**src/sv/assert_macros.svh**
```systemverilog
// Assertion helpers for the RTL files of the event count table.
`ifndef ASSERT_MACROS_SVH
`define ASSERT_MACROS_SVH

// A condition that must hold at every clock edge out of reset.
`define ASSERT_ALWAYS(lbl, ck, rn, prop) \
    lbl: assert property (@(posedge ck) disable iff (!rn) (prop)) \
        else $error("assertion failed: invariant violated");

// A consequence that must hold in the same cycle as its antecedent.
`define ASSERT_IMPLIES(lbl, ck, rn, ante, cons) \
    lbl: assert property (@(posedge ck) disable iff (!rn) (ante) |-> (cons)) \
        else $error("assertion failed: same-cycle implication violated");

// A consequence that must hold in the cycle after its antecedent.
`define ASSERT_NEXT(lbl, ck, rn, ante, cons) \
    lbl: assert property (@(posedge ck) disable iff (!rn) (ante) |=> (cons)) \
        else $error("assertion failed: next-cycle implication violated");

`endif

```
**src/sv/pscet_pkg.sv**
```systemverilog
package pscet_pkg;

    // Field widths fixed by the interface.
    localparam int DATA_W    = 32;
    localparam int SLOT_W    = 4;
    localparam int SLOTS_DEF = 16;

    // Configuration port: two registers at byte addresses 0 and 4.
    localparam int APB_ADDR_W = 3;
    localparam logic REG_INVALID_ID = 1'b0;
    localparam logic REG_NOTIFY_EN  = 1'b1;

    localparam logic [DATA_W-1:0] INVALID_ID_RST = '1;
    localparam logic              NOTIFY_EN_RST  = 1'b1;

    // Write strobes from the sequencer to the table storage.
    typedef struct packed {
        logic id_we;
        logic data_we;
        logic zero_we;
    } tbl_ctl_t;

    // Saturating increment of an event count.
    function automatic logic [DATA_W-1:0] sat_inc(input logic [DATA_W-1:0] v);
        logic [DATA_W-1:0] r;
        r = (v == '1) ? v : v + DATA_W'(1);
        return r;
    endfunction

endpackage

```
**src/sv/pscet_table.sv**
```systemverilog
module pscet_table
    import pscet_pkg::*;
#(
    parameter int SLOTS = SLOTS_DEF
) (
    input  logic                     clk,
    input  logic                     rst_n,
    input  tbl_ctl_t                 ctl,
    input  logic [$clog2(SLOTS)-1:0] rd_addr,
    input  logic [$clog2(SLOTS)-1:0] wr_addr,
    input  logic [DATA_W-1:0]        wr_id,
    input  logic [DATA_W-1:0]        wr_count,
    input  logic [DATA_W-1:0]        wr_start,
    input  logic [DATA_W-1:0]        wr_end,
    output logic [DATA_W-1:0]        rd_id,
    output logic [DATA_W-1:0]        rd_count,
    output logic [DATA_W-1:0]        rd_start,
    output logic [DATA_W-1:0]        rd_end,
    output logic [DATA_W-1:0]        zero_count,
    output logic [DATA_W-1:0]        zero_start,
    output logic [DATA_W-1:0]        zero_end
);

    localparam int REC_W = 3 * DATA_W;

    // Slots 1 upwards live in memories; only slots below the fill count are
    // ever used, and those have always been written first.
    logic [DATA_W-1:0] id_mem   [SLOTS];
    logic [REC_W-1:0]  data_mem [SLOTS];

    logic [DATA_W-1:0] id_rd_reg;
    logic [REC_W-1:0]  data_rd_reg;

    // The reserved slot keeps its own registers, cleared by reset.
    logic [DATA_W-1:0] zero_count_reg;
    logic [DATA_W-1:0] zero_start_reg;
    logic [DATA_W-1:0] zero_end_reg;

    // Identifier memory: one write port, one registered read port.
    always_ff @(posedge clk)
    begin
        if (ctl.id_we)
        begin
            id_mem[wr_addr] <= wr_id;
        end
        id_rd_reg <= id_mem[rd_addr];
    end

    // Count and time memory: one write port, one registered read port.
    always_ff @(posedge clk)
    begin
        if (ctl.data_we)
        begin
            data_mem[wr_addr] <= {wr_count, wr_start, wr_end};
        end
        data_rd_reg <= data_mem[rd_addr];
    end

    // Reserved slot registers.
    always_ff @(posedge clk or negedge rst_n)
    begin
        if (!rst_n)
        begin
            zero_count_reg <= '0;
            zero_start_reg <= '0;
            zero_end_reg   <= '0;
        end
        else if (ctl.zero_we)
        begin
            zero_count_reg <= wr_count;
            zero_start_reg <= wr_start;
            zero_end_reg   <= wr_end;
        end
    end

    assign rd_id      = id_rd_reg;
    assign rd_count   = data_rd_reg[REC_W-1 -: DATA_W];
    assign rd_start   = data_rd_reg[2*DATA_W-1 -: DATA_W];
    assign rd_end     = data_rd_reg[DATA_W-1:0];
    assign zero_count = zero_count_reg;
    assign zero_start = zero_start_reg;
    assign zero_end   = zero_end_reg;

endmodule

```
**src/sv/per_source_event_count_table.sv**
```systemverilog
// Channel   Direction  Handshake            Beat contents
// events    in         ev_valid / ev_stall  source_id, now_seconds
// results   out        res_valid/res_stall  slot, event_count, first_seen, last_seen,
//                                           new_entry, notify, overflowed
// config    in         APB (psel..pready)   invalid_id at 0x0, notify_enable at 0x4
//
// An event is captured while idle, checked against the invalid id, then compared with
// the occupied slots until a hit or a miss (none for the reserved slot, up to SLOTS-2):
// one shared 32-bit comparator checks one stored id per cycle against the event.
// The result is written into an output register once the last compare is done.
// Reset sets the fill count to one and clears the reserved slot; no clearing pass is needed.
// A stalled result is held; the next event is searched meanwhile and waits in its
// final step until the result register is free.
module per_source_event_count_table
    import pscet_pkg::*;
#(
    parameter int SLOTS = SLOTS_DEF
) (
    input  logic                  clk,
    input  logic                  rst_n,
    // Configuration port
    input  logic                  psel,
    input  logic                  penable,
    input  logic                  pwrite,
    input  logic [APB_ADDR_W-1:0] paddr,
    input  logic [DATA_W-1:0]     pwdata,
    output logic [DATA_W-1:0]     prdata,
    output logic                  pready,
    // Event channel
    input  logic                  ev_valid,
    output logic                  ev_stall,
    input  logic [DATA_W-1:0]     source_id,
    input  logic [DATA_W-1:0]     now_seconds,
    // Result channel
    output logic                  res_valid,
    input  logic                  res_stall,
    output logic [SLOT_W-1:0]     slot,
    output logic [DATA_W-1:0]     event_count,
    output logic [DATA_W-1:0]     first_seen,
    output logic [DATA_W-1:0]     last_seen,
    output logic                  new_entry,
    output logic                  notify,
    output logic                  overflowed
);

`include "assert_macros.svh"

    localparam int IDX_W  = $clog2(SLOTS);
    localparam int FILL_W = $clog2(SLOTS + 1);

    typedef enum logic [2:0] {
        ST_IDLE   = 3'b001,
        ST_CHECK  = 3'b010,
        ST_SEARCH = 3'b100
    } state_t;

    state_t             state_reg, state_next;
    logic [FILL_W-1:0]  fill_reg, fill_next;
    logic [IDX_W-1:0]   ptr_reg, ptr_next;
    logic [DATA_W-1:0]  id_reg, now_reg;
    logic [DATA_W-1:0]  invalid_id_reg;
    logic               notify_en_reg;

    logic               res_valid_reg, res_valid_next;
    logic [SLOT_W-1:0]  slot_reg, slot_next;
    logic [DATA_W-1:0]  count_reg, count_next;
    logic [DATA_W-1:0]  first_reg, first_next;
    logic [DATA_W-1:0]  last_reg, last_next;
    logic               new_reg, new_next;
    logic               notify_reg, notify_next;
    logic               ovf_reg, ovf_next;

    tbl_ctl_t           tbl_ctl;
    logic [IDX_W-1:0]   wr_addr;
    logic [DATA_W-1:0]  rd_id, rd_count, rd_start, rd_end;
    logic [DATA_W-1:0]  zero_count, zero_start, zero_end;

    logic               cfg_wr;
    logic [DATA_W-1:0]  cmp_b;
    logic               match;
    logic               full;
    logic               single;
    logic               to_zero;
    logic [FILL_W-1:0]  ptr_inc;
    logic               last_cmp;
    logic               res_free;
    logic               do_zero, do_hit, do_miss, finish;
    logic [IDX_W-1:0]   fin_idx;
    logic [IDX_W+SLOT_W-1:0] fin_idx_ext;
    logic [DATA_W-1:0]  inc_src, inc_res;
    logic [DATA_W-1:0]  wr_count, wr_start;

    // Configuration registers; the byte-lane bits of the address are ignored.
    assign pready = 1'b1;
    assign cfg_wr = psel && penable && pwrite && pready;

    always_ff @(posedge clk or negedge rst_n)
    begin
        if (!rst_n)
        begin
            invalid_id_reg <= INVALID_ID_RST;
            notify_en_reg  <= NOTIFY_EN_RST;
        end
        else if (cfg_wr)
        begin
            case (paddr[2])
                REG_INVALID_ID: invalid_id_reg <= pwdata;
                REG_NOTIFY_EN:  notify_en_reg  <= pwdata[0];
                default:        invalid_id_reg <= invalid_id_reg;
            endcase
        end
    end

    always_comb
    begin
        case (paddr[2])
            REG_INVALID_ID: prdata = invalid_id_reg;
            REG_NOTIFY_EN:  prdata = {{(DATA_W-1){1'b0}}, notify_en_reg};
            default:        prdata = '0;
        endcase
    end

    // Shared comparator: the invalid id while checking, a stored id while searching.
    assign cmp_b = (state_reg == ST_CHECK) ? invalid_id_reg : rd_id;
    assign match = (id_reg == cmp_b);

    assign full     = (fill_reg >= FILL_W'(SLOTS));
    assign single   = (fill_reg == FILL_W'(1));
    assign to_zero  = full || match;
    assign ptr_inc  = FILL_W'(ptr_reg) + FILL_W'(1);
    assign last_cmp = (ptr_inc == fill_reg);
    assign res_free = !res_valid_reg || !res_stall;

    // Which update finishes this cycle.
    assign do_zero = (state_reg == ST_CHECK) && to_zero && res_free;
    assign do_hit  = (state_reg == ST_SEARCH) && match && res_free;
    assign do_miss = res_free &&
                     (((state_reg == ST_CHECK) && !to_zero && single) ||
                      ((state_reg == ST_SEARCH) && !match && last_cmp));
    assign finish  = do_zero || do_hit || do_miss;

    // Sequencer.
    always_comb
    begin
        state_next = state_reg;
        ptr_next   = ptr_reg;
        fill_next  = fill_reg;
        case (state_reg)
            ST_IDLE:
            begin
                ptr_next = IDX_W'(1);
                if (ev_valid)
                begin
                    state_next = ST_CHECK;
                end
            end
            ST_CHECK:
            begin
                ptr_next = IDX_W'(1);
                if (to_zero || single)
                begin
                    if (res_free)
                    begin
                        state_next = ST_IDLE;
                    end
                end
                else
                begin
                    state_next = ST_SEARCH;
                end
            end
            ST_SEARCH:
            begin
                if (match || last_cmp)
                begin
                    if (res_free)
                    begin
                        state_next = ST_IDLE;
                        ptr_next   = IDX_W'(1);
                    end
                end
                else
                begin
                    ptr_next = ptr_reg + IDX_W'(1);
                end
            end
            default:
            begin
                state_next = ST_IDLE;
                ptr_next   = IDX_W'(1);
            end
        endcase
        if (do_miss)
        begin
            fill_next = fill_reg + FILL_W'(1);
        end
    end

    assign ev_stall = (state_reg != ST_IDLE);

    always_ff @(posedge clk or negedge rst_n)
    begin
        if (!rst_n)
        begin
            state_reg <= ST_IDLE;
            fill_reg  <= FILL_W'(1);
            ptr_reg   <= IDX_W'(1);
        end
        else
        begin
            state_reg <= state_next;
            fill_reg  <= fill_next;
            ptr_reg   <= ptr_next;
        end
    end

    // Event beat capture.
    always_ff @(posedge clk)
    begin
        if (ev_valid && !ev_stall)
        begin
            id_reg  <= source_id;
            now_reg <= now_seconds;
        end
    end

    // Update values for the slot being finished.
    assign inc_src = do_zero ? zero_count : rd_count;
    assign inc_res = sat_inc(inc_src);

    always_comb
    begin
        if (do_zero)
        begin
            wr_count = inc_res;
            wr_start = (zero_start == '0) ? now_reg : zero_start;
        end
        else if (do_hit)
        begin
            wr_count = inc_res;
            wr_start = rd_start;
        end
        else
        begin
            wr_count = DATA_W'(1);
            wr_start = now_reg;
        end
    end

    assign fin_idx     = do_hit ? ptr_reg : (do_miss ? fill_reg[IDX_W-1:0] : '0);
    assign fin_idx_ext = {{SLOT_W{1'b0}}, fin_idx};
    assign wr_addr     = fin_idx;

    assign tbl_ctl.id_we   = do_miss;
    assign tbl_ctl.data_we = do_hit || do_miss;
    assign tbl_ctl.zero_we = do_zero;

    pscet_table #(
        .SLOTS (SLOTS)
    ) u_table (
        .clk        (clk),
        .rst_n      (rst_n),
        .ctl        (tbl_ctl),
        .rd_addr    (ptr_next),
        .wr_addr    (wr_addr),
        .wr_id      (id_reg),
        .wr_count   (wr_count),
        .wr_start   (wr_start),
        .wr_end     (now_reg),
        .rd_id      (rd_id),
        .rd_count   (rd_count),
        .rd_start   (rd_start),
        .rd_end     (rd_end),
        .zero_count (zero_count),
        .zero_start (zero_start),
        .zero_end   (zero_end)
    );

    // Result register.
    always_comb
    begin
        res_valid_next = res_valid_reg && res_stall;
        slot_next      = slot_reg;
        count_next     = count_reg;
        first_next     = first_reg;
        last_next      = last_reg;
        new_next       = new_reg;
        notify_next    = notify_reg;
        ovf_next       = ovf_reg;
        if (finish)
        begin
            res_valid_next = 1'b1;
            slot_next      = fin_idx_ext[SLOT_W-1:0];
            count_next     = wr_count;
            first_next     = wr_start;
            last_next      = now_reg;
            new_next       = do_miss;
            notify_next    = do_miss && notify_en_reg;
            ovf_next       = do_zero && full;
        end
    end

    always_ff @(posedge clk or negedge rst_n)
    begin
        if (!rst_n)
        begin
            res_valid_reg <= 1'b0;
        end
        else
        begin
            res_valid_reg <= res_valid_next;
        end
    end

    always_ff @(posedge clk)
    begin
        slot_reg   <= slot_next;
        count_reg  <= count_next;
        first_reg  <= first_next;
        last_reg   <= last_next;
        new_reg    <= new_next;
        notify_reg <= notify_next;
        ovf_reg    <= ovf_next;
    end

    assign res_valid   = res_valid_reg;
    assign slot        = slot_reg;
    assign event_count = count_reg;
    assign first_seen  = first_reg;
    assign last_seen   = last_reg;
    assign new_entry   = new_reg;
    assign notify      = notify_reg;
    assign overflowed  = ovf_reg;

    // The end time of the reserved slot is kept for completeness; the stored
    // end time of a searched slot is always overwritten by the event time.
    logic unused_ends;
    assign unused_ends = ^{zero_end, rd_end};

    // The search pointer lies above the reserved slot and below the fill count.
    logic search_ptr_ok;
    assign search_ptr_ok = (FILL_W'(ptr_reg) < fill_reg) && (ptr_reg != '0);

    // The fill count stays between one and the number of slots.
    `ASSERT_ALWAYS(a_fill_range, clk, rst_n, fill_reg != '0 && fill_reg <= FILL_W'(SLOTS))
    // The search pointer only ever addresses occupied slots above the reserved one.
    `ASSERT_IMPLIES(a_ptr_in_fill, clk, rst_n, state_reg == ST_SEARCH, search_ptr_ok)
    // No slot is appended while the sequencer is idle.
    `ASSERT_NEXT(a_idle_keeps_fill, clk, rst_n, state_reg == ST_IDLE, fill_reg == $past(fill_reg))
    // A result only appears after an event has been worked on.
    `ASSERT_IMPLIES(a_res_from_work, clk, rst_n, $rose(res_valid_reg), $past(state_reg) != ST_IDLE)

endmodule
```
**config.mk**
```make
export PLATFORM = sky130hd
export DESIGN_NAME = per_source_event_count_table
export DESIGN_NICKNAME = d
export VERILOG_FILES = /design/src/sv/pscet_pkg.sv /design/src/sv/pscet_table.sv /design/src/sv/per_source_event_count_table.sv
export VERILOG_INCLUDE_DIRS = /design/src /design/src/sv
export SDC_FILE = /design/constraint.sdc
export NUM_CORES = 2
export LEC_CHECK = 0
export BUFFER_PORTS_ARGS = -buffer_cell sky130_fd_sc_hd__buf_4
export CORE_MARGIN = 5
export CORE_UTILIZATION = 58
export DETAILED_ROUTE_END_ITERATION = 8
export PLACE_DENSITY = 0.85
export SYNTH_ARGS = -nofsm -noshare
export SYNTH_HDL_FRONTEND = slang
export SYNTH_SLANG_ARGS = --single-unit
```
**constraint.sdc**
```tcl
create_clock -name clk -period 10.9 [get_ports clk]
set_input_delay 1.09 -clock clk [delete_from_list [all_inputs] [get_ports clk]]
set_output_delay 1.09 -clock clk [all_outputs]
set_load 0.05 [all_outputs]
```
==> impl_metrics.env <==
export IMPL_synth_nets=5237
export IMPL_gp_congestion=0.8990
export IMPL_hold_path_class="in2async"
export IMPL_cts_hold_buf=0
export IMPL_tightest_slew_ns=1.395
export IMPL_synthArstFlopShare_pct=5.762
export IMPL_fmax_mhz=146.8
export IMPL_vias=49650
export IMPL_wire_per_inst_um=29.00
export IMPL_final_common_cell="edfxtp_1"
export IMPL_track_usage_pct=28.70
export IMPL_clock_latency_ns=0.85
export IMPL_dp_cells=6827
export IMPL_cts_tree="yes"
export IMPL_grt_ovfl_total=0
export IMPL_drtIter0Drc=7520
export IMPL_critPathCaptureType="flip-flop"
export IMPL_synthDistinctLibCells=67
export IMPL_fillers=8497
export IMPL_cts_buffers=182
export IMPL_largest_reg_flops=1024
export IMPL_cts_root_buf="clkbuf_16"
export IMPL_ys_flop_type="edfxtp_1"
export IMPL_cp_startpoint="state_reg[2]"
export IMPL_fin_skew_ns=0.06001
export IMPL_cts_setup_buffers=0
export IMPL_cp_start_kind="flip-flop"
export IMPL_post_route_period_util_pct=62.51
export IMPL_setup_viol=0
export IMPL_grt_setup_unrepaired="false"
export IMPL_endpoint="event_count[25]"
export IMPL_drive_above_1_share_pct=20.54
export IMPL_drv_cap=0
export IMPL_dieArea_um2=141100
export IMPL_synth_area_um2=77520
export IMPL_ys_seq_area_share_pct=72.05
export IMPL_final_cell_mix="1,703 x edfxtp_1, 415 x inv_1, 413 x mux2_2"
export IMPL_hold_slack_ns=0.3287
export IMPL_ys_warn_count=0
export IMPL_cts_sinks=1909
export IMPL_routed_wl_um=208100
export IMPL_max_stage_delay_ns=1.07
export IMPL_grt_max_degree=217
export IMPL_avgSynthCellArea_um2=15.12
export IMPL_synth_top_area_cell="edfxtp_1"
export IMPL_arrival_ns=7.22
export IMPL_grt_first_pass_wirelength_um=307900
export IMPL_timing_setup_tns_ns=0
export IMPL_synth_seq_cells=1909
export IMPL_clkTransAtPathRegs_ns=0.06
export IMPL_r2r_start="state_reg[2]"
export IMPL_synth_top_cell_area_share_pct=65.97
export IMPL_crit_top_cell="nand2_1"
export IMPL_regToRegSetupSlack_ns=4.09
export IMPL_areaGrowthSynthToFinish_pct=12.42
export IMPL_vias_per_cell=6.919
export IMPL_crit_type="reg2reg"
export IMPL_p_per_area_nw_per_um2=195.6
export IMPL_grt_pass1_vias=49850
export IMPL_rows=134
export IMPL_synth_edf_count=1703
export IMPL_nets=5356
export IMPL_status="completed"
export IMPL_slew_headroom_pct=6.969
export IMPL_required_ns=11.31
export IMPL_ctsHtreeMaxLevel=4
export IMPL_post_route_util_pct=65.47
export IMPL_ir_drop_v=0.0002465
export IMPL_r2r_cells=16
export IMPL_fp_dieH_um=375.6
export IMPL_crit_fanout=28
export IMPL_worst_path_max_delay_cell="o22ai_1"
export IMPL_path_cells="or3b_1 > a2111oi_0 > o21ai_0 > nor3_2 > a21o_1 > buf_4 > nand2_2 > nand2_1 > nand2_1 > ha_1 > nand2_1 > o2111ai_1 > or3_1 > a222oi_1 > xnor2_1 > o22ai_1"
export IMPL_ios=244
export IMPL_start_util_pct=58.23
export IMPL_ant_nets=0
export IMPL_clk_path_buf_depth=3
export IMPL_die_x_um=375.6
export IMPL_portBuffers=240
export IMPL_core_area_um2=133100
export IMPL_instances_no_fill=7176
export IMPL_fin_crit_ns=6.814
export IMPL_power_leakage_nw=28.22
export IMPL_slew_violations=0
export IMPL_hold_viol=0
export IMPL_dpl_hpwl_um=103200
export IMPL_synth_cells=5126
export IMPL_synth_top_cells_by_area="edfxtp_1 66%, mux2_2 6.0%, o2111ai_1 4.4%"
export IMPL_drc=0
export IMPL_cts_resized=0
export IMPL_drt_first_pass_iters=7
export IMPL_r2r_end="event_count[25]"
export IMPL_antenna_found_initial=9
[critical path: cells and delay by family, from the launching register on]
| family | cells | cell delay, ns |
|---|---|---|
| compound gates | 6 | 3.05 |
| buf+inv | 1 | 0.32 |
| xor+xnor | 1 | 0.15 |
| flops | 1 | 0.48 |
| fa+ha+maj | 1 | 0.30 |
| simple gates | 7 | 2.04 |
[through the flow]
| step | power (mW) | setup WS (ns) | instance area, um^2 |
|---|---|---|---|
| floorplan | 9.990 | 2.941 | 77520 |
| global placement | 10.61 | 4.638 | 80950 |
| detailed placement | 10.67 | 4.426 | 80950 |
| CTS | 17.02 | 4.361 | 87120 |
| global route | 17.52 | 3.776 | 87150 |
| finish | 17.05 | 4.086 | 87150 |
[logic make-up after synthesis]
logic type / Yosys count / synth area share (%)
flip-flops: 1909 / 72.05
buffers and inverters: 812 / 4.198
AND/OR/NAND/NOR: 436 / 3.052
adder cells (fa/ha/maj): 5 / 0.08070
multiplexers: 425 / 6.165
other: 1 / 0.004837
XOR/XNOR: 128 / 1.446
AO/OA/AOI/OAI: 1410 / 13.00
[layer usage]
metal / GRT usage (%) / wire [um]
met1: 37.37 / 73170
met2: 45.40 / 98160
met3: 7.951 / 27170
met4: 13.18 / 9553
met5: 0 / 46
[how the worst min path moves through the flow]
stage,end,slack [ns],cells past startpoint
2_1_floorplan,u_table.zero_start[0],0.45,1
3_3_place_gp,u_table.zero_start[7],0.46,1
3_5_place_dp,u_table.zero_start[24],0.47,1
4_1_cts,u_table.zero_start[3],0.32,1
5_1_grt,u_table.zero_start[3],0.36,1
6_report,u_table.zero_start[3],0.33,1
[synth_stat cells, types with 6 or more instances]
cell type	number
mux2_1	6
nand3b_1	6
a22oi_1	8
nand3_1	34
edfxtp_1	1703
inv_1	415
nor2_1	72
o2111ai_1	390
a222oi_1	11
nor4_1	16
dfxtp_1	96
o21ai_0	407
nand2_1	70
o211ai_1	403
nor2b_1	34
and2_1	12
a21o_1	68
and3_1	15
a22o_1	38
buf_4	23
mux2_2	414
nor3_1	21
dfstp_2	36
xor2_1	60
buf_1	8
dfrtp_1	74
buf_2	78
nand4_1	127
and4_1	7
o22ai_1	34
a21oi_1	19
or3_1	6
clkbuf_1	285
xnor2_1	68
[layout make-up]
cell class,count,area (um^2),share of cell area (%)
inverter,415,1558,1.787
clock buffer,269,5192,5.958
antenna,3,7.507,0.008614
clock inverter,75,969.7,1.113
timing repair buffer,332,2584,2.965
sequential,1909,55860,64.09
tap,1768,2212,2.538
multi-input combinational,2405,18770,21.54
[report_power, final]
part	internal, mW	total (mW)	leakage (nW)	switching, mW
clock network	3.69	6.45	3.00	2.76
registers	8.39	8.68	16.8	0.294
logic	0.523	1.91	8.46	1.39
total	12.6	17.1	28.2	4.45
Power figures use the tool's default switching activity.
